==> src/tgce_pkg.sv <==
`default_nettype none

package tgce_pkg;

	localparam int MAX_COLUMNS_DEF = 128;
	localparam int MAX_ROWS_DEF    = 64;
	localparam int TAB_STOP_DEF    = 8;
	localparam int COLS_RESET      = 80;
	localparam int ROWS_RESET      = 25;

	localparam logic [7:0] SPACE_CHAR = 8'h20;
	localparam logic [7:0] CH_BS      = 8'h08;
	localparam logic [7:0] CH_TAB     = 8'h09;
	localparam logic [7:0] CH_LF      = 8'h0A;
	localparam logic [7:0] CH_CR      = 8'h0D;
	localparam logic [7:0] CH_ESC     = 8'h1B;

	localparam logic [1:0] FUNC_TYPE = 2'd0;
	localparam logic [1:0] FUNC_NAV  = 2'd1;
	localparam logic [1:0] FUNC_READ = 2'd2;

	localparam logic [7:0] KEY_HOME   = 8'd0;
	localparam logic [7:0] KEY_END    = 8'd1;
	localparam logic [7:0] KEY_PGUP   = 8'd2;
	localparam logic [7:0] KEY_PGDN   = 8'd3;
	localparam logic [7:0] KEY_LEFT   = 8'd4;
	localparam logic [7:0] KEY_RIGHT  = 8'd5;
	localparam logic [7:0] KEY_UP     = 8'd6;
	localparam logic [7:0] KEY_DOWN   = 8'd7;
	localparam logic [7:0] KEY_DELETE = 8'd8;

	localparam logic REG_COLUMNS = 1'b0;
	localparam logic REG_ROWS    = 1'b1;

	typedef enum logic [3:0] {
		OP_NONE,
		OP_PUT,
		OP_BS,
		OP_TAB,
		OP_LF,
		OP_CR,
		OP_ESC,
		OP_HOME,
		OP_END,
		OP_PGUP,
		OP_PGDN,
		OP_LEFT,
		OP_RIGHT,
		OP_UP,
		OP_DOWN,
		OP_DEL
	} op_t;

	typedef enum logic [2:0] {
		ST_CLEAR,
		ST_IDLE,
		ST_READ_WAIT,
		ST_DEL_RD,
		ST_DEL_WR,
		ST_TAB_MOD,
		ST_TAB,
		ST_RESULT
	} back_state_t;

	typedef struct packed {
		logic [1:0] func;
		logic [7:0] key_code;
		logic [6:0] read_column;
		logic [5:0] read_row;
	} in_item_t;

	typedef struct packed {
		logic [6:0] caret_column;
		logic [5:0] caret_row;
		logic [7:0] read_char;
	} out_item_t;

	typedef struct packed {
		logic       is_read;
		op_t        op;
		logic [7:0] ch;
		logic [6:0] rc;
		logic [5:0] rr;
	} cmd_t;

	typedef struct packed {
		logic       we;
		logic       index;
		logic [7:0] data;
	} cfg_wr_t;

endpackage

`default_nettype wire

==> src/tgce_out_q.sv <==
`default_nettype none

module tgce_out_q (
	input  wire                 clk,
	input  wire                 arst_n,
	input  wire                 res_push,
	input  tgce_pkg::out_item_t res_item,
	output logic                res_full,
	output logic                empty,
	input  wire                 pop,
	output tgce_pkg::out_item_t result
);
	import tgce_pkg::*;

	localparam logic [1:0] QDEPTH = 2'd2;

	out_item_t  oq_q [2];
	logic       wp_q, rp_q;
	logic [1:0] cnt_q;
	logic       do_pop;

	assign res_full = (cnt_q == QDEPTH);
	assign empty    = (cnt_q == 2'd0);
	assign do_pop   = pop && !empty;
	assign result   = oq_q[rp_q];

	always_ff @(posedge clk) begin
		if (res_push) begin
			oq_q[wp_q] <= res_item;
		end
	end

	always_ff @(posedge clk or negedge arst_n) begin
		if (!arst_n) begin
			wp_q  <= 1'b0;
			rp_q  <= 1'b0;
			cnt_q <= 2'd0;
		end else begin
			if (res_push) begin
				wp_q <= !wp_q;
			end
			if (do_pop) begin
				rp_q <= !rp_q;
			end
			cnt_q <= cnt_q + {1'b0, res_push} - {1'b0, do_pop};
		end
	end

endmodule

`default_nettype wire
==> config.mk <==
export PLATFORM = sky130hd
export DESIGN_NAME = tgce_out_q
export DESIGN_NICKNAME = d
export VERILOG_FILES = /design/src/tgce_pkg.sv /design/src/tgce_out_q.sv
export SDC_FILE = /design/constraint.sdc
export NUM_CORES = 1
export LEC_CHECK = 0
export BUFFER_PORTS_ARGS = -buffer_cell sky130_fd_sc_hd__clkbuf_2
export CORE_ASPECT_RATIO = 1.25
export CORE_MARGIN = 10
export CORE_UTILIZATION = 50
export CTS_CLUSTER_DIAMETER = 200
export DETAILED_ROUTE_END_ITERATION = 8
export PLACE_DENSITY = 0.77
export SLEW_MARGIN = 20
export SYNTH_ARGS = -nofsm -noshare
export SYNTH_HDL_FRONTEND = slang
export SYNTH_SLANG_ARGS = --single-unit
export TNS_END_PERCENT = 20
==> constraint.sdc <==
create_clock -name clk -period 4.9 [get_ports clk]
set_clock_uncertainty 0.2 [all_clocks]
set_input_delay 0.98 -clock clk [delete_from_list [all_inputs] [get_ports clk]]
set_output_delay 0.98 -clock clk [all_outputs]
set_load 0.01 [all_outputs]
==> results.yml, run 1 <==
power_and_ir_drop:
  p_leak_nw: 0.814
  vdd_ir_drop_max_uv: 408
  total_power_mw: 1.12
  p_per_area_mw_per_mm2: 543
synth:
  synthTopCellsByCount: "42 x edfxtp_1, 21 x mux2_2, 4 x dfrtp_1"
  synth_top_area_share_pct: 73.4
  syn-cell-area_sq_mm: 0.00172
  yosysMostFrequentCell: "edfxtp_1"
  synth_enable_flop_cells: 42
  synthDistinctLibCells: 12
  synth-main-ff-cell: "edfxtp_1"
  yosys_warnings: 0
  synthCells: 82
  ys_seq_area_share_pct: 79.2
  synthesis.nets: 109
  async_flop_share_pct: 8.70
  syn_area_per_cell_sq_um: 20.9
  synth.area.top_cells: "edfxtp_1 73%, mux2_2 14%, dfrtp_1 5.8%"
  ys_seq_elements: 46
  yosys.area.top_type: "edfxtp_1"
place:
  dpl.hpwl_mm: 2.12
  gp_congestion: 0.670
  pre_cts_ws_ps: 2220
  io_buffers: 47
global_route:
  antenna_found_initial: 0
  grtUsageTotal_pct: 9.86
  grt_pass1_wl_mm: 4.71
  grt_pass1_vias: 1030
  grt_overflow_total: 0
  grt_max_degree: 23
finish:
  regArea_sq_mm: 0.00136
  drive_above_1_share_pct: 54.8
  fin_nets: 161
  syn_to_final_growth_pct: 20.2
  multi_input_area_sq_um: 334
  fillCellCount: 235
  post-route-util_pct: 63.5
  num_antenna_cells: 0
worst_setup_path:
  path_max_fanout: 22
  crit_path_end_kind: "primary output"
  cp_slowest_cell: "dfrtp_1"
  critPathBufInv: 1
  worstSetupStartpointType: "flip-flop"
  worst-endpoint-arrival_ps: 1800
  crit_required_ps: 3720
  crit_chain: "mux2_2 > clkbuf_2"
  cpPeakStageDelay_ps: 960
  critical_path_class: "flip-flop to primary output"
  crit_family: "flip-flops"
route:
  ant_nets: 0
  viasPerCell: 5.05
  wl_per_cell_microns: 17.1
  totalWireLength_mm: 2.95
  drt_iter0_drc: 37
  num_vias: 869
  first_pass_iters: 5
  drc_errors: 0
clocking:
  cts_tree: "yes"
  clk_pin_slew_worst_paths_ps: 70
  worstSkewPairLatency_ps: 280
  cts_buffers: 5
  cts_resized: 0
  clk_path_buf_depth: 2
  cts-htree-levels: 2
  postCtsSetupBuffers: 0
  clock-root-buffer: "clkbuf_8"
  cts_sinks: 46
  cts-hold-fix-buffers: 0
sta:
  timing.final.max_slew_violations: 0
  tns_ps: 0
  fmax_mhz: 336
  hold_viol: 0
  timing.final.ws_setup_ps: 1920
  period_share_pct: 60.8
  fin_hold_ws_ps: 293
  setup_viol: 0
  relSlewSlack_pct: 35.4
  tightest_slew_ps: 969
  rsz0062_at_grt: "no"
  min_period_ps: 2980
die:
  die_x_microns: 72.4
  ios: 48
  core_area_sq_mm: 0.00325
  start_util_pct: 52.8
  dieArea_sq_mm: 0.00619
  rows: 23
  die_h_microns: 85.5
run_status:
  status: "completed"
run:
  cap_violations: 0
hold_path:
  hp-class: "input port to asynchronous set/reset pin"
==> state kept, by name, indices dropped and copies added, names as in the netlist <==
signal and count:
wp_q 1, oq_q 42, cnt_q 2, rp_q 1
==> path summary, 6_finish.rpt <==
| path | slack, ps | to | from | depth (start not counted) |
|---|---|---|---|---|
| worst min register to register | 360 | wp_q | wp_q | 1 |
| worst max register to register | 3100 | oq_q[1][17] | wp_q | 1 |
| min in group clk | 360 | wp_q | wp_q | 1 |
| max in group asynchronous | 4080 | rp_q | arst_n | 1 |
| worst min-delay path | 290 | cnt_q[1] | arst_n | 1 |
| worst max-delay path | 1920 | result[17] | rp_q | 2 |
==> layout by cell type (no fill, tap or decap), types with 2 or more instances in the layout <==
cell,instances
clkbuf_2,47
dfrtp_1,4
xor2_1,2
inv_1,2
clkbuf_8,5
edfxtp_1,42
clkbuf_1,2
ha_1,2
mux2_2,21
xnor2_1,2
==> layer usage <==
layer / wire length (microns) / track usage (%)
met2: 1510 / 16.5
met1: 1100 / 9.98
met4: 12 / 3.63
met3: 324 / 5.54
met5: 0 / 0
==> per-stage QoR <==
step                      instances  instance area [sq um]
after floorplan                  82                   1720
after global placement          164                   1980
after detailed placement        164                   1980
after CTS                       172                   2060
after global routing            172                   2060
final                           172                   2060
==> logic make-up after synthesis <==
| logic type | after synthesis | synth area share, % |
|---|---|---|
| compound gates | 1 | 0.437 |
| xor+xnor | 4 | 2.04 |
| fa+ha+maj | 2 | 1.46 |
| buf+inv | 4 | 1.75 |
| flops | 46 | 79.2 |
| mux | 21 | 13.8 |
| simple gates | 4 | 1.31 |
==> cell type report <==
cell class | instances | area share [%]
sequential | 46 | 65.9
multi-input combinational | 32 | 16.2
tap | 37 | 2.24
inverter | 2 | 0.364
clock inverter | 1 | 0.182
timing repair buffer | 47 | 11.4
clock buffer | 7 | 3.70
==> power breakdown <==
group	switching (mW)	internal, mW	total (mW)
combinational	0.158	0.168	0.327
sequential	0.0640	0.526	0.590
clock	0.105	0.0991	0.204
No activity file was read; power rests on OpenSTA's default activity.
==> inputs of run 2 (changes only) <==
CORE_UTILIZATION = 45   (was 50)
PLACE_DENSITY = 0.73   (was 0.77)
clock period = 2.5 ns   (was 4.9 ns; I/O delays follow)
==> run 2 against run 1 <==
Sequential share of layout area down 1.5 points. Die area up 8.2%. Setup slack worse by 1700 ps. First-iteration DRC count down 43%. Clock power up 110%. Global-route usage down 0.36 points. Sequential power up 88%. Cell count up 4.1%. Critical path depth up 1.
==> results.yml, run 2 (synthesis gave the netlist of run 1 again) <==
run_status:
  status: "completed"
die:
  rows: 25
  ios: 48
  core_area_sq_mm: 0.00372
  die_h_microns: 89.1
  start_util_pct: 46.2
  die_x_microns: 75.3
  dieArea_sq_mm: 0.00670
worst_setup_path:
  cpPeakStageDelay_ps: 620
  crit_family: "flip-flops"
  path_max_fanout: 14
  r2r_start: "cnt_q[1]"
  critPathBufInv: 2
  crit_required_ps: 1800
  critical_path_class: "flip-flop to primary output"
  cp_slowest_cell: "dfrtp_1"
  crit_path_end_kind: "primary output"
  crit_chain: "buf_12 > mux2_2 > clkbuf_2"
  crit_start: "rp_q"
  path_depth: 3
  worst-endpoint-arrival_ps: 1580
  worstSetupStartpointType: "flip-flop"
  ff2ff_path_depth: 6
finish:
  drive_above_1_share_pct: 56.8
  max_flop_register: "oq_q"
  post-route-util_pct: 56.8
  largestRegisters: "oq_q x42, cnt_q x2"
  fin_nets: 165
  num_antenna_cells: 0
  final_common_cell: "clkbuf_2"
  stdcell_count: 179
  syn_to_final_growth_pct: 23.0
  design_area_sq_mm: 0.00211
  largest_register_ffs: 42
  final_cell_mix: "47 x clkbuf_2, 42 x edfxtp_1, 21 x mux2_2, 5 x clkbuf_8, 4 x dfrtp_1"
sta:
  relSlewSlack_pct: 70.5
  tightest_slew_ps: 442
  timing.final.max_slew_violations: 0
  hold_viol: 0
  period_share_pct: 91.4
  timing.final.ws_setup_ps: 215
  min_period_ps: 2280
  tns_ps: 0
  fin_hold_ws_ps: 196
  fmax_mhz: 438
  setup_viol: 0
  rsz0062_at_grt: "no"
clocking:
  worstSkewPairLatency_ps: 290
  cts_buffers: 5
  cts_tree: "yes"
  cts-htree-levels: 2
  clock-root-buffer: "clkbuf_8"
  cts_sinks: 46
  cts-hold-fix-buffers: 1
  postCtsSetupBuffers: 0
  clk_pin_slew_worst_paths_ps: 80
  cts_resized: 0
  clk_path_buf_depth: 2
place:
  dpl-instance-area_sq_mm: 0.00202
  pre_cts_ws_ps: 498
  io_buffers: 47
  dpl.hpwl_mm: 2.21
  gp_congestion: 0.664
  dp.cells: 170
global_route:
  grtUsageTotal_pct: 9.50
  grt_overflow_total: 0
  grt_pass1_wl_mm: 4.60
  antenna_found_initial: 0
  grt_max_degree: 19
  grt_pass1_vias: 1011
power_and_ir_drop:
  p_leak_nw: 0.835
  vdd_ir_drop_max_uv: 461
  p_per_area_mw_per_mm2: 1070
  swShare_pct: 29.6
  pwr-share-seq_pct: 49.3
  p_clk_share_pct: 18.6
  p_sw_uw: 667
  p_int_mw: 1.59
  comb_power_share_pct: 32.0
  total_power_mw: 2.25
route:
  totalWireLength_mm: 2.99
  wl_per_cell_microns: 16.7
  first_pass_iters: 4
  drc_errors: 0
  ant_nets: 0
  drt_iter0_drc: 21
  num_vias: 889
  viasPerCell: 4.97
hold_path:
  hp-class: "input port to flip-flop"
  hp-start: "res_item[17]"
  holdPathStages: 1
run:
  cap_violations: 0
==> run 2: worst paths after layout <==
| check | to | slack, ps |
|---|---|---|
| hold reg to reg | wp_q | 310 |
| hold / removal | oq_q[0][17] | 200 |
| setup / recovery | result[15] | 220 |
| setup reg to reg | cnt_q[1] | 780 |
| min in group asynchronous | cnt_q[0] | 350 |
| max in group asynchronous | rp_q | 1610 |
==> run 2: power by group through the flow <==
stage | Combinational (mW) | Sequential [mW] | Clock, mW
final | 0.722 | 1.11 | 0.420
after global routing | 0.795 | 1.13 | 0.473
after CTS | 0.745 | 1.11 | 0.437
after detailed placement | 0.740 | 1.13 | 0
after floorplan | 0.490 | 1.10 | 0
after global placement | 0.731 | 1.12 | 0
==> run 2: area by class of cell <==
class	count	area (sq um)
Inverter	2	7.51
Tap cell	40	50.0
Clock inverter	3	16.3
Clock buffer	5	68.8
Fill cell	283	1610
Sequential cell	46	1360
Multi-Input combinational cell	32	329
Timing Repair Buffer	51	280
==> run 2: routing by layer <==
metal | GRT usage (%) | vias up | share of wire, %
met1 | 9.05 | 429 | 37
met5 | 0 | - | 0
met2 | 15.9 | 33 | 50
met4 | 4.74 | 0 | 1.7
li1 | - | 423 | -
met3 | 5.44 | 4 | 11
==> inputs of run 3 (changes only) <==
CORE_UTILIZATION = 50   (was 45)
PLACE_DENSITY = 0.77   (was 0.73)
TNS_END_PERCENT = 5   (was 20)
clock period = 2.4 ns   (was 2.5 ns; I/O delays follow)
==> run 3 against run 2 <==
Sequential power barely moved. Setup slack improved by 23 ps. Hold slack worse by 25 ps. Sequential share of layout area grew 0.11 points. Cell count down 1.7%. Count of clock-buffer cells in the layout stayed put. Critical endpoint is now result[17]. Largest cell class unchanged. Largest power group unchanged.
==> results.yml, run 3 (synthesis gave the netlist of run 1 again) <==
run_status:
  status: "completed"
die:
  die_x_microns: 72.4
  core_area_sq_mm: 0.00325
  ios: 48
  die_h_microns: 85.5
  start_util_pct: 52.8
  dieArea_sq_mm: 0.00619
  rows: 23
worst_setup_path:
  crit_start: "rp_q"
  path_depth: 3
  crit_family: "buffers and inverters"
  critical_path_class: "flip-flop to primary output"
  worstSetupStartpointType: "flip-flop"
  ff2ff_path_depth: 6
  crit_path_end_kind: "primary output"
  crit_required_ps: 1720
  crit_chain: "buf_4 > mux2_2 > clkbuf_2"
  worstReg2RegEnd: "cnt_q[1]"
  critPathBufInv: 2
  worst-endpoint-arrival_ps: 1480
  r2r_start: "cnt_q[1]"
  reg2reg_slack_ps: 670
  path_max_fanout: 20
  cp_slowest_cell: "mux2_2"
  cpPeakStageDelay_ps: 390
  worstSetupEndpoint: "result[17]"
place:
  io_buffers: 47
  pre_cts_ws_ps: 549
  dpl-instance-area_sq_mm: 0.00201
  dp.cells: 167
  dpl.hpwl_mm: 2.18
  gp_congestion: 0.697
route:
  drc_errors: 0
  wl_per_cell_microns: 16.8
  num_vias: 879
  viasPerCell: 4.99
  totalWireLength_mm: 2.95
  first_pass_iters: 2
  drt_iter0_drc: 25
  ant_nets: 0
run:
  cap_violations: 0
clocking:
  cts_buffers: 5
  worstSkewPairLatency_ps: 290
  cts_tree: "yes"
  cts_sinks: 46
  clock-root-buffer: "clkbuf_8"
  clk_path_buf_depth: 2
  clk_pin_slew_worst_paths_ps: 80
  cts-htree-levels: 2
sta:
  rsz0062_at_grt: "no"
  hold_viol: 0
  fin_hold_ws_ps: 172
  tns_ps: 0
  timing.final.ws_setup_ps: 238
  period_share_pct: 90.1
  fmax_mhz: 463
  timing.final.max_slew_violations: 0
  tightest_slew_ps: 375
  setup_viol: 0
  relSlewSlack_pct: 74.9
  min_period_ps: 2160
power_and_ir_drop:
  total_power_mw: 2.33
  p_clk_share_pct: 18.4
  p_sw_uw: 683
  p_per_area_mw_per_mm2: 1100
  pwr-share-seq_pct: 48.8
  comb_power_share_pct: 32.8
  p_int_mw: 1.64
  swShare_pct: 29.3
  p_leak_nw: 0.834
  vdd_ir_drop_max_uv: 775
global_route:
  grt_overflow_total: 0
  grt_pass1_vias: 1000
  grtUsageTotal_pct: 9.61
  grt_pass1_wl_mm: 4.55
  grt_max_degree: 21
  antenna_found_initial: 0
finish:
  num_antenna_cells: 0
  largest_register_ffs: 42
  syn_to_final_growth_pct: 22.8
  design_area_sq_mm: 0.00211
  final_cell_mix: "47 x clkbuf_2, 42 x edfxtp_1, 21 x mux2_2, 5 x clkbuf_8, 4 x dfrtp_1"
  max_flop_register: "oq_q"
  final_common_cell: "clkbuf_2"
  fin_nets: 165
  stdcell_count: 176
  largestRegisters: "oq_q x42, cnt_q x2"
  post-route-util_pct: 64.9
  drive_above_1_share_pct: 56.8
hold_path:
  hp-class: "input port to flip-flop"
run 3: cell counts in the layout (fill, tap and decap cells not counted):
No cell type changed its count.
run 3: timing repair:
item                      in CTS  in global routing
hold buffers                   1                  0
hold endpoints to repair       4                  0
resized for setup              0                  0
setup buffers                  0                  0
run 3: layout make-up:
class	count	area (sq um)
Sequential cell	46	1360
Multi-Input combinational cell	32	329
Fill cell	257	1140
Tap cell	37	46.3
Clock buffer	5	68.8
Timing Repair Buffer	51	280
Inverter	2	7.51
Clock inverter	3	16.3
run 3: worst min path at each step:
stage | startpoint | endpoint | slack [ps] | depth (start not counted)
floorplan | arst_n | cnt_q[0] | -20 | 0
global route | res_item[14] | oq_q[1][14] | 160 | 1
finish | res_item[17] | oq_q[1][17] | 170 | 1
CTS | res_item[17] | oq_q[1][17] | 160 | 1
detailed placement | arst_n | cnt_q[0] | 100 | 1
global placement | arst_n | cnt_q[1] | 90 | 1
run 3: power groups by stage:
stage	sequential [mW]	clock (mW)	combinational (mW)
global route	1.15	0.486	0.836
global placement	1.14	0	0.771
detailed placement	1.15	0	0.781
floorplan	1.14	0	0.510
finish	1.13	0.428	0.764
CTS	1.14	0.447	0.785
run 3: layer usage:
layer  share of wire, %  GRT usage, %  wire [microns]
met1                 39          9.53            1160
met2                 47          15.5            1400
met3                 11          6.23             334
met4                1.7          4.15              51
met5                  0             0               0
