File: src/tgce_pkg.sv
`default_nettype none

package tgce_pkg;

	localparam int MAX_COLUMNS_DEF = 128;
	localparam int MAX_ROWS_DEF    = 64;
	localparam int TAB_STOP_DEF    = 8;
	localparam int COLS_RESET      = 80;
	localparam int ROWS_RESET      = 25;

	localparam logic [7:0] SPACE_CHAR = 8'h20;
	localparam logic [7:0] CH_BS      = 8'h08;
	localparam logic [7:0] CH_TAB     = 8'h09;
	localparam logic [7:0] CH_LF      = 8'h0A;
	localparam logic [7:0] CH_CR      = 8'h0D;
	localparam logic [7:0] CH_ESC     = 8'h1B;

	localparam logic [1:0] FUNC_TYPE = 2'd0;
	localparam logic [1:0] FUNC_NAV  = 2'd1;
	localparam logic [1:0] FUNC_READ = 2'd2;

	localparam logic [7:0] KEY_HOME   = 8'd0;
	localparam logic [7:0] KEY_END    = 8'd1;
	localparam logic [7:0] KEY_PGUP   = 8'd2;
	localparam logic [7:0] KEY_PGDN   = 8'd3;
	localparam logic [7:0] KEY_LEFT   = 8'd4;
	localparam logic [7:0] KEY_RIGHT  = 8'd5;
	localparam logic [7:0] KEY_UP     = 8'd6;
	localparam logic [7:0] KEY_DOWN   = 8'd7;
	localparam logic [7:0] KEY_DELETE = 8'd8;

	localparam logic REG_COLUMNS = 1'b0;
	localparam logic REG_ROWS    = 1'b1;

	typedef enum logic [3:0] {
		OP_NONE,
		OP_PUT,
		OP_BS,
		OP_TAB,
		OP_LF,
		OP_CR,
		OP_ESC,
		OP_HOME,
		OP_END,
		OP_PGUP,
		OP_PGDN,
		OP_LEFT,
		OP_RIGHT,
		OP_UP,
		OP_DOWN,
		OP_DEL
	} op_t;

	typedef enum logic [2:0] {
		ST_CLEAR,
		ST_IDLE,
		ST_READ_WAIT,
		ST_DEL_RD,
		ST_DEL_WR,
		ST_TAB_MOD,
		ST_TAB,
		ST_RESULT
	} back_state_t;

	typedef struct packed {
		logic [1:0] func;
		logic [7:0] key_code;
		logic [6:0] read_column;
		logic [5:0] read_row;
	} in_item_t;

	typedef struct packed {
		logic [6:0] caret_column;
		logic [5:0] caret_row;
		logic [7:0] read_char;
	} out_item_t;

	typedef struct packed {
		logic       is_read;
		op_t        op;
		logic [7:0] ch;
		logic [6:0] rc;
		logic [5:0] rr;
	} cmd_t;

	typedef struct packed {
		logic       we;
		logic       index;
		logic [7:0] data;
	} cfg_wr_t;

endpackage

`default_nettype wire

File: src/tgce_front.sv
`default_nettype none

module tgce_front (
	input  wire                 clk,
	input  wire                 arst_n,
	input  wire                 push,
	output logic                full,
	input  tgce_pkg::in_item_t  item,
	input  wire                 clearing,
	output logic                cmd_valid,
	output tgce_pkg::cmd_t      cmd,
	input  wire                 cmd_pop
);
	import tgce_pkg::*;

	localparam logic [1:0] QDEPTH = 2'd2;

	cmd_t       cq_q [2];
	logic       wp_q, rp_q;
	logic [1:0] cnt_q;
	cmd_t       cls;
	logic       do_push;

	always_comb begin
		cls = '0;
		cls.op = OP_NONE;
		cls.ch = item.key_code;
		cls.rc = item.read_column;
		cls.rr = item.read_row;
		case (item.func)
			FUNC_TYPE: begin
				case (item.key_code)
					CH_BS:   cls.op = OP_BS;
					CH_TAB:  cls.op = OP_TAB;
					CH_LF:   cls.op = OP_LF;
					CH_CR:   cls.op = OP_CR;
					CH_ESC:  cls.op = OP_ESC;
					default: cls.op = OP_PUT;
				endcase
			end
			FUNC_NAV: begin
				case (item.key_code)
					KEY_HOME:   cls.op = OP_HOME;
					KEY_END:    cls.op = OP_END;
					KEY_PGUP:   cls.op = OP_PGUP;
					KEY_PGDN:   cls.op = OP_PGDN;
					KEY_LEFT:   cls.op = OP_LEFT;
					KEY_RIGHT:  cls.op = OP_RIGHT;
					KEY_UP:     cls.op = OP_UP;
					KEY_DOWN:   cls.op = OP_DOWN;
					KEY_DELETE: cls.op = OP_DEL;
					default:    cls.op = OP_NONE;
				endcase
			end
			FUNC_READ: cls.is_read = 1'b1;
			default:   cls.op = OP_NONE;
		endcase
	end

	assign full      = (cnt_q == QDEPTH) || clearing;
	assign do_push   = push && !full;
	assign cmd_valid = (cnt_q != 2'd0);
	assign cmd       = cq_q[rp_q];

	always_ff @(posedge clk) begin
		if (do_push) begin
			cq_q[wp_q] <= cls;
		end
	end

	always_ff @(posedge clk or negedge arst_n) begin
		if (!arst_n) begin
			wp_q  <= 1'b0;
			rp_q  <= 1'b0;
			cnt_q <= 2'd0;
		end else begin
			if (do_push) begin
				wp_q <= !wp_q;
			end
			if (cmd_pop) begin
				rp_q <= !rp_q;
			end
			cnt_q <= cnt_q + {1'b0, do_push} - {1'b0, cmd_pop};
		end
	end

endmodule

`default_nettype wire

File: config.mk
export PLATFORM = sky130hd
export DESIGN_NAME = tgce_front
export DESIGN_NICKNAME = d
export VERILOG_FILES = /design/src/tgce_pkg.sv /design/src/tgce_front.sv
export SDC_FILE = /design/constraint.sdc
export NUM_CORES = 1
export LEC_CHECK = 0
export ABC_AREA = 1
export BUFFER_PORTS_ARGS = -buffer_cell sky130_fd_sc_hd__buf_4
export CAP_MARGIN = 20
export CORE_ASPECT_RATIO = 1.4
export CORE_MARGIN = 4
export CORE_UTILIZATION = 55
export CTS_CLUSTER_DIAMETER = 80
export DETAILED_ROUTE_END_ITERATION = 16
export PLACE_DENSITY = 0.81
export SYNTH_ARGS = -nofsm -noshare
export SYNTH_HDL_FRONTEND = slang
export SYNTH_SLANG_ARGS = --single-unit
File: constraint.sdc
create_clock -name clk -period 3.33 [get_ports clk]
set_clock_uncertainty 0.05 [all_clocks]
set_input_delay 0.1665 -clock clk [delete_from_list [all_inputs] [get_ports clk]]
set_output_delay 0.1665 -clock clk [all_outputs]
set_load 0.01 [all_outputs]
==> reports/metrics.csv, run 1 <==
metric;value;unit
outcome;finished clean;
Post-Syn Instances;151;
Hold WC Path Type;input pin to flip-flop;
worst vdd rail ir drop;0.000499;V
worst-path cell chain;buf_16 -> mux2_1 -> buf_4;
Yosys reg bits;56;
complex-gate fraction of the synthesized area;0.0181;
critical path's slowest cell;dfrtp_1;
Port-buffer cells;55;
final setup violating endpoints;0;
CTS Sinks;56;
Commonest cells post-synth;52 x edfxtp_1, 19 x mux2_1, 13 x nand2_1;
Util after Layout;0.773;
Pre-Repair DR Iteration Count;4;
synthesized-area fraction occupied by adder cells;0.0373;
n_diodes;0;
vias post-DR;1463;
Period Utilization, post-route;0.547;
die width;63.2;µm
Core Rows;27;
CP peak stage delay;0.56;ns
Resize count post-CTS;0;
top-count cell post-synth;edfxtp_1;
residual DRC count;0;
Max Fclk;549;MHz
share of post-route cells with drive strength above 1;0.352;
sequential-to-total area share from yosys stat;0.708;
Worst setup SP type;flip-flop;
yosys warns;0;
nets;264;
DIE AREA;0.00539;mm²
largest net degree at the start of global routing;28;
Post-synth ARST share;0.0714;
estimated wirelength of the detail-placed design;3150;µm
clk buf depth;2;
number of buffers created by CTS;5;
Post-synth EDFFs;52;
Clock Pin Slew Worst Setup and Hold Paths;0.09;ns
Core Footprint;0.00402;mm²
largest area contributor in the netlist;edfxtp_1;
Slew HR;0.740;
Critical Path Fanout Max;22;
post-route insts no fill;273;
total gr overflow;0;
clk_lat worst skew;0.30;ns
I/O pin count;56;
Crit Path Category;flip-flop to output port;
vias in the first global route;1526;
Initial Util;0.584;
share of Yosys cell area claimed by the top area cell type;0.665;
Syn Area/Cell;15.5;µm²
CTS root buf;clkbuf_8;
Period minus WS final;1.82;ns
Synth area leaders;edfxtp_1 67%, mux2_1 9.1%, dfrtp_1 4.3%;
Mapped Nets;186;
GRT Total Usage;0.175;
Die Ht;85.3;µm
Synth Area in XOR/XNOR;0.0149;
Layout Area Growth over Synthesis;32.4;%
Most used DFF post-synth;edfxtp_1;
initial drt markers;78;
Post-Synth Simple-Gate Area;0.0677;
htree depth;2;
PwrDens;649;mW/mm²
CP endpoint kind;output port;
RSZ-0062 raised after global routing;false;
via/cell ratio;5.36;
hold_buf cts;15;
placed cell count;248;
final antenna-violating net count;0;
WL/cell;16.7;µm
Max-Cap Viols;0;
final RePlAce weighted congestion;0.880;
CTS tree;built;
post-route setup TNS;0;ns
setup bufs post-CTS;0;
Fin. Hold Viols;0;
library cells used by synthesis;25;
first-pass GRT wire length;7250;µm
Post-Route WL;4550;µm
Worst Path Arrival;1.61;ns
main combinational cell family by area after synthesis;multiplexers;
Slew Limit Fails;0;
worst hold margin;0.0150;ns
worst path required time;3.11;ns
worst-margin pin slew;0.389;ns
Leakage;1.24;nW
initial antenna violation count;0;
mapped cell area;0.00235;mm²
mux contribution to synthesized area;0.125;
[metal layers]
layer	vias to the layer above	routed length [µm]	global-route usage
li1	692	-	-
met1	715	1670	0.180
met2	47	2560	0.345
met3	9	219	0.0331
met4	0	97	0.0589
met5	-	0	0
[logic make-up (layout without fill, tap and decap cells)]
logic type	count (synthesis)	count (layout)
DFF	56	56
and+or+nand+nor	35	35
muxes	26	26
buffers and inverters	16	95
adders and majority gates	7	7
AOI/OAI and AO/OA	7	7
xor gates and xnor gates	4	4
[path summary, 6_finish.rpt]
kind	start	end	slack (ns)	cells after the start
worst max-delay path	rp_q$_DFFE_PN0P_	cmd[24]	1.51	3
worst min-delay path	item[20]	cq_q[1][20]$_DFFE_PP_	0.01	1
worst max register to register	cnt_q[1]$_DFF_PN0_	cq_q[0][13]$_DFFE_PP_	1.51	4
worst min register to register	cnt_q[0]$_DFF_PN0_	cnt_q[0]$_DFF_PN0_	0.50	1
max in group asynchronous	arst_n	cnt_q[1]$_DFF_PN0_	2.99	2
min in group asynchronous	arst_n	rp_q$_DFFE_PN0P_	0.14	2
[metrics by stage]
stage	total power, mW	cell area [µm²]	worst slack [ns]
6_report	2.02	3110	1.51
5_1_grt	2.11	3110	1.41
4_1_cts	1.99	3070	1.09
3_5_place_dp	1.57	2810	1.42
3_3_place_gp	1.54	2810	1.45
2_1_floorplan	1.29	2350	1.14
[critical path: cells and delay by family (launching register included)]
family / cells / cell delay [ns]
DFF: 1 / 0.56
buffers and inverters: 2 / 0.37
muxes: 1 / 0.36
[power by group]
part           internal, mW  switching, mW  total (mW)
sequential            0.883         0.0502       0.933
clock                 0.219          0.198       0.417
combinational         0.357          0.309       0.667
[sequential cells by signal, indices dropped and copies added (netlist names)]
| signal | cells |
|---|---|
| cnt_q | 2 |
| wp_q | 1 |
| cq_q | 52 |
| rp_q | 1 |
[cell usage in the layout (no fill, tap or decap)]
master	instances
a31oi_1	1
xor2_1	2
inv_1	10
nor2_2	3
nor2_4	1
mux2_1	19
edfxtp_1	52
xnor2_1	2
nand3_1	6
ha_1	7
nand4_1	1
dlygate4sd3_1	16
mux2_2	7
bufinv_16	1
buf_4	57
buf_16	1
nor2_1	8
o21ai_0	1
clkinv_1	3
nand2_2	2
nand2_1	13
inv_2	2
or2_2	1
o21ai_2	1
dfrtp_1	4
o21ai_1	3
clkbuf_8	5
o21bai_1	1
[cell type report]
class                      count  area, µm²
multi-input combinational     79        622
timing repair buffer          74        616
clock buffer                   5       68.8
clock inverter                 3       37.5
fill                         266        912
tap                           43       53.8
inverter                      13       48.8
sequential                    56       1660
No activity file was read; power rests on OpenSTA's default activity.
==> run 2, diff against run 1 <==
- CORE_UTILIZATION: 55 -> 47
- PLACE_DENSITY: 0.81 -> 0.73
- clock period: 3.33 -> 1.47 ns (I/O delays scaled with it)
==> run 2 against run 1 <==
The run now ends with setup timing left. Flip-flop and latch count stayed put. Clock power increased by 140%. Register-to-register slack worse by 1.5 ns. Clock-buffer cell count did not move. Cell area up 12%. Largest cell class unchanged. Largest power group unchanged.
==> reports/metrics.csv, run 2 (synthesis gave the netlist of run 1 again) <==
metric;value;unit
Critical Path Fanout Max;10;
violated checks;setup timing;
Min-Delay Path Depth;2;
CP delay by family, top;flip-flops;
Slew Limit Fails;0;
CTS Sinks;56;
Core Rows;30;
Layout Area Growth over Synthesis;48.6;%
Leakage;1.45;nW
clk buf depth;2;
outcome;finished with violations;
number of buffers created by CTS;5;
Worst Path Arrival;1.41;ns
Core Footprint;0.00484;mm²
initial antenna violation count;0;
CP peak stage delay;0.46;ns
clk_lat worst skew;0.31;ns
Max Fclk;650;MHz
Pre-Repair DR Iteration Count;4;
estimated wirelength of the detail-placed design;3230;µm
critical path's slowest cell;dfrtp_2;
die width;67.7;µm
Final WS setup;-0.0679;ns
total gr overflow;0;
residual DRC count;0;
placed cell areas;0.00293;mm²
CTS root buf;clkbuf_8;
overall power;5.15;mW
Port-buffer cells;55;
vias in the first global route;1573;
worst path required time;1.35;ns
max reg flops;52;
CTS tree;built;
Crit Path Category;flip-flop to output port;
Fin. Hold Viols;0;
worst-path cell chain;clkbuf_16 -> mux2_1 -> buf_4;
WL/cell;16.1;µm
Max-Cap Viols;0;
GRT Total Usage;0.159;
nets;276;
hold endpoint;cq_q[0][25]$_DFFE_PP_;
worst vdd rail ir drop;0.00107;V
Period Utilization, post-route;1.05;
Worst setup SP type;flip-flop;
final antenna-violating net count;0;
htree depth;2;
Initial Util;0.485;
worst-margin pin slew;0.292;ns
CP Buf/Inv Count;2;
Worst Reg-to-Reg Cells;5;
initial drt markers;57;
placed cell count;273;
I/O pin count;56;
vias post-DR;1526;
min-delay src;item[21];
n_diodes;0;
PwrDens;1480;mW/mm²
share of post-route cells with drive strength above 1;0.455;
multi-input logic area;752;µm²
worst r2r dst;cq_q[1][19]$_DFFE_PP_;
Util after Layout;0.720;
Largest regs;cq_q: 52 flops, cnt_q: 2 flops;
largest net degree at the start of global routing;22;
pre-CTS setup slack;0.0256;ns
FF-to-FF setup slack;0.03;ns
final RePlAce weighted congestion;0.973;
Slew HR;0.804;
RSZ-0062 raised after global routing;true;
commonest non-fill, non-tap cells in the layout;52 x edfxtp_1, 43 x buf_4, 19 x dlygate4sd3_1;
post-route insts no fill;306;
via/cell ratio;4.99;
Critical R2R Launch;cnt_q[1]$_DFF_PN0_;
Post-Route WL;4910;µm
area occupied by registers;0.00166;mm²
Largest Register;cq_q;
post-route cell area;0.00349;mm²
Fillers;318;
commonest non-fill, non-tap cell in the layout;edfxtp_1;
first-pass GRT wire length;7340;µm
DIE AREA;0.00620;mm²
CP endpoint kind;output port;
Hold WC Path Type;input pin to flip-flop;
Clock Pin Slew Worst Setup and Hold Paths;0.09;ns
final setup violating endpoints;26;
Die Ht;91.6;µm
Period minus WS final;1.54;ns
==> run 2: worst max-delay path by stage <==
stage / startpoint / end / slack (ns) / cells after the start
finish: rp_q$_DFFE_PN0P_ / cmd[20] / -0.07 / 3
global route: rp_q$_DFFE_PN0P_ / cmd[12] / -0.11 / 3
CTS: rp_q$_DFFE_PN0P_ / cmd[25] / -0.07 / 3
detailed placement: cnt_q[1]$_DFF_PN0_ / cnt_q[1]$_DFF_PN0_ / 0.03 / 6
global placement: cnt_q[1]$_DFF_PN0_ / cnt_q[1]$_DFF_PN0_ / 0.1 / 6
floorplan: cnt_q[1]$_DFF_PN0_ / cq_q[0][0]$_DFFE_PP_ / -0.0008 / 3
==> run 2: timing repair <==
item | 4_1_cts | 5_1_grt
setup buffers | 0 | 4
cloned | 0 | 1
resized for setup | 5 | 42
hold endpoints to repair | 47 | 0
setup endpoints to repair | 26 | 36
hold buffers | 23 | 0
pin swaps | 0 | 8
==> run 2: layer usage <==
metal | GRT usage | wire length [µm] | vias up
li1 | - | - | 716
met1 | 0.168 | 1650 | 738
met2 | 0.294 | 2920 | 56
met3 | 0.0331 | 225 | 16
met4 | 0.0609 | 110 | 0
met5 | 0 | 0 | -
==> run 2: stage by stage <==
stage / TNS [ns] / hold slack, ns
final: -0.974 / 0.0358
after global routing: -2.44 / 0.0214
after CTS: -1.29 / 0.0169
after detailed placement: 0 / -0.177
after global placement: 0 / -0.179
after floorplan: -0.0201 / -0.272
==> run 2: worst reg2reg max path: stages, from the launching register on <==
cell and delay, ns:
dfrtp_1 0.43, nand2_2 0.12, nand3_4 0.10, buf_4 0.15, nor2_4 0.12, buf_12 0.18
==> run 2: power by group <==
| group | internal (mW) | switching (mW) | total [mW] |
|---|---|---|---|
| Sequential | 2.00 | 0.110 | 2.11 |
| Combinational | 1.19 | 0.852 | 2.04 |
| Clock | 0.513 | 0.482 | 0.994 |
==> run 2: area by class of cell <==
type                    instances  share of cell area
clock buffers                   5              0.0197
clock inverters                 3              0.0136
inverters                      13              0.0140
multi-input cells              79               0.216
flip-flops and latches         56               0.477
well taps                      64              0.0230
repair buffers                 86               0.237
==> run 3, diff against run 2 <==
- ABC_AREA: 1 -> unset
- ABC_CLOCK_PERIOD_IN_PS: unset -> 1470
==> run 3 against run 2 <==
The run still ends with setup timing left. Cell area is 4.2% higher. Core utilization is 6.2 points higher. Die area is 1.5% lower. Combinational power is 26% higher. Clock power is 3.1% lower. Clock-buffer cell count is 1 higher. Maximum frequency is 6.1% lower. Global-route usage is 1.3 points higher. Flip-flop and latch count stayed put. Setup slack worse by 0.10 ns. Highest routed layer unchanged.
==> reports/metrics.csv, run 3 <==
metric;value;unit
worst hold margin;0.00950;ns
top-count cell post-synth;edfxtp_1;
CP delay by family, top;adder cells;
n_diodes;0;
final antenna-violating net count;0;
CTS Sinks;56;
Crit Path Category;flip-flop to flip-flop;
vias in the first global route;1629;
Fillers;281;
yosys warns;0;
share of Yosys cell area claimed by the top area cell type;0.677;
Post-synth EDFFs;52;
sw frac;0.276;
Core Rows;29;
RSZ-0062 raised after global routing;true;
Syn Area/Cell;17.3;µm²
Post-synth ARST share;0.0714;
number of cells on the critical path;8;
DIE AREA;0.00611;mm²
die width;67.2;µm
Worst Path Arrival;1.80;ns
Worst Reg-to-Reg Cells;8;
Reg power frac;0.372;
Max-Cap Viols;0;
overall power;5.65;mW
nets;271;
htree depth;2;
via/cell ratio;5.04;
Max Fclk;611;MHz
estimated wirelength of the detail-placed design;3140;µm
Core Footprint;0.00464;mm²
I/O pin count;56;
commonest non-fill, non-tap cell in the layout;edfxtp_1;
Worst setup SP type;flip-flop;
CTS tree;built;
initial drt markers;45;
Slew Limit Fails;0;
CP peak stage delay;0.37;ns
FF-to-FF setup slack;-0.17;ns
total gr overflow;0;
initial antenna violation count;0;
Layout Area Growth over Synthesis;57.5;%
Die Ht;90.9;µm
residual DRC count;0;
clk buf depth;2;
share of post-route cells with drive strength above 1;0.523;
worst vdd rail ir drop;0.00103;V
critical path's slowest cell;dfrtp_1;
number of buffers created by CTS;5;
PwrDens;1550;mW/mm²
mapped cell area;0.00231;mm²
outcome;finished with violations;
largest area contributor in the netlist;edfxtp_1;
largest net degree at the start of global routing;24;
Period minus WS final;1.64;ns
Final WS setup;-0.167;ns
Hold WC Path Type;input pin to flip-flop;
worst-path cell chain;inv_2 -> a21oi_2 -> nand2_2 -> ha_4 -> inv_2 -> ha_4 -> xnor2_2 -> xnor2_1;
crit path launch;cnt_q[0]$_DFF_PN0_;
Post-Route WL;5240;µm
sequential-to-total area share from yosys stat;0.720;
CP endpoint kind;flip-flop;
max reg flops;52;
Clock Pin Slew Worst Setup and Hold Paths;0.09;ns
worst path required time;1.63;ns
first-pass GRT wire length;7680;µm
WL/cell;17.5;µm
vias post-DR;1507;
worst r2r dst;cnt_q[1]$_DFF_PN0_;
commonest non-fill, non-tap cells in the layout;52 x edfxtp_1, 40 x buf_4, 29 x buf_6;
Commonest cells post-synth;52 x edfxtp_1, 27 x mux2_2, 7 x ha_1, 7 x inv_1;
Mapped Nets;168;
Period Utilization, post-route;1.11;
Slew HR;0.715;
multi-input logic area;711;µm²
library cells used by synthesis;29;
Critical Path Fanout Max;2;
final setup violating endpoints;57;
Net Sw Power;1.56;mW
logic gate share of total power;0.457;
CTS root buf;clkbuf_8;
Initial Util;0.497;
Port-buffer cells;55;
Most used DFF post-synth;edfxtp_1;
Pint;4.09;mW
Pre-Repair DR Iteration Count;4;
Post-Syn Instances;133;
Leakage;1.46;nW
Fin. Hold Viols;0;
final RePlAce weighted congestion;1.01;
clock power share;0.171;
Largest Register;cq_q;
area occupied by registers;0.00166;mm²
Critical Path End;cnt_q[1]$_DFF_PN0_;
worst-margin pin slew;0.423;ns
Critical R2R Launch;cnt_q[0]$_DFF_PN0_;
Synth area leaders;edfxtp_1 68%, mux2_2 13%, dfrtp_1 4.3%;
clk_lat worst skew;0.30;ns
violated checks;setup timing;
Yosys reg bits;56;
Largest regs;cq_q: 52 flops, cnt_q: 2 flops;
CP Buf/Inv Count;2;
GRT Total Usage;0.172;
## run 3: cell count changes after synthesis, sizes merged, moves of 4 or more
cell / delta
nand2: -12
nor2: -8
nand3: -6
inv: -5
a21oi: +4
o21ai: -4
## run 3: cells by family after synthesis
family	after synthesis	synth area share
flip-flops	56	0.720
multiplexers	27	0.132
AND/OR/NAND/NOR	17	0.0412
AO/OA/AOI/OAI	12	0.0369
buffers and inverters	10	0.0168
adder cells (fa/ha/maj)	7	0.0380
XOR/XNOR	4	0.0152
## run 3: final cells by class
class                           instances  area share
Tap cell                               62      0.0213
Inverter                                7     0.00723
Timing Repair Buffer                   99       0.289
Sequential cell                        56       0.457
Clock inverter                          2     0.00964
Multi-Input combinational cell         67       0.196
Clock buffer                            6      0.0200
## run 3: how the worst min path moves through the flow
| stage | end | slack [ns] | start | cells past startpoint |
|---|---|---|---|---|
| after floorplan | cnt_q[0]$_DFF_PN0_ | -0.27 | arst_n | 0 |
| after global placement | rp_q$_DFFE_PN0P_ | -0.18 | arst_n | 1 |
| after detailed placement | cnt_q[1]$_DFF_PN0_ | -0.18 | arst_n | 1 |
| after CTS | cq_q[1][20]$_DFFE_PP_ | 0.0007 | item[20] | 2 |
| after global routing | cq_q[1][19]$_DFFE_PP_ | -0.0003 | item[19] | 2 |
| final | cq_q[1][19]$_DFFE_PP_ | 0.01 | item[19] | 2 |
## run 3: metal layers
| layer | routed length (µm) | global-route usage | part of all wire | vias to the layer above |
|---|---|---|---|---|
| met5 | 0 | 0 | 0 | - |
| met4 | 104 | 0.0812 | 0.020 | 0 |
| met3 | 213 | 0.0336 | 0.041 | 9 |
| met2 | 3030 | 0.312 | 0.58 | 49 |
| met1 | 1890 | 0.184 | 0.36 | 738 |
| li1 | - | - | - | 711 |
## run 3: stage by stage
| stage | worst slack, ns | area, µm² | setup TNS [ns] | utilization | std cells |
|---|---|---|---|---|---|
| after global placement | -0.122 | 2930 | -0.668 | 0.630 | 259 |
| after floorplan | -0.0787 | 2320 | -1.69 | - | 133 |
| after global routing | -0.216 | 3630 | -7.85 | 0.783 | 299 |
| after CTS | -0.147 | 3460 | -4.76 | 0.745 | 295 |
| after detailed placement | -0.194 | 2930 | -2.58 | 0.630 | 259 |
| final | -0.167 | 3630 | -4.66 | 0.783 | 299 |
## run 3: worst register-to-register path, cell delays in order, from the launching register on
cell and delay (ns):
dfrtp_1 0.37, inv_2 0.05, a21oi_2 0.16, nand2_2 0.10
ha_4 0.28, inv_2 0.03, ha_4 0.15, xnor2_2 0.14
xnor2_1 0.21
## run 3: what timing repair did
item                                   in CTS  in global routing
endpoints found under the hold margin      39                  4
setup buffers                               6                  1
gates resized for setup                    24                 32
setup endpoints to repair                  76                 79
hold buffers                               19                  2
pin swaps                                   6                  6
cloned                                      4                  4
## run 3: power by group through the flow
| stage | clock (mW) | sequential [mW] | combinational, mW |
|---|---|---|---|
| floorplan | 0 | 2.10 | 0.865 |
| detailed placement | 0 | 2.13 | 1.67 |
| CTS | 0.986 | 2.09 | 2.24 |
| finish | 0.963 | 2.10 | 2.58 |
| global placement | 0 | 2.11 | 1.62 |
| global route | 1.07 | 2.12 | 2.71 |
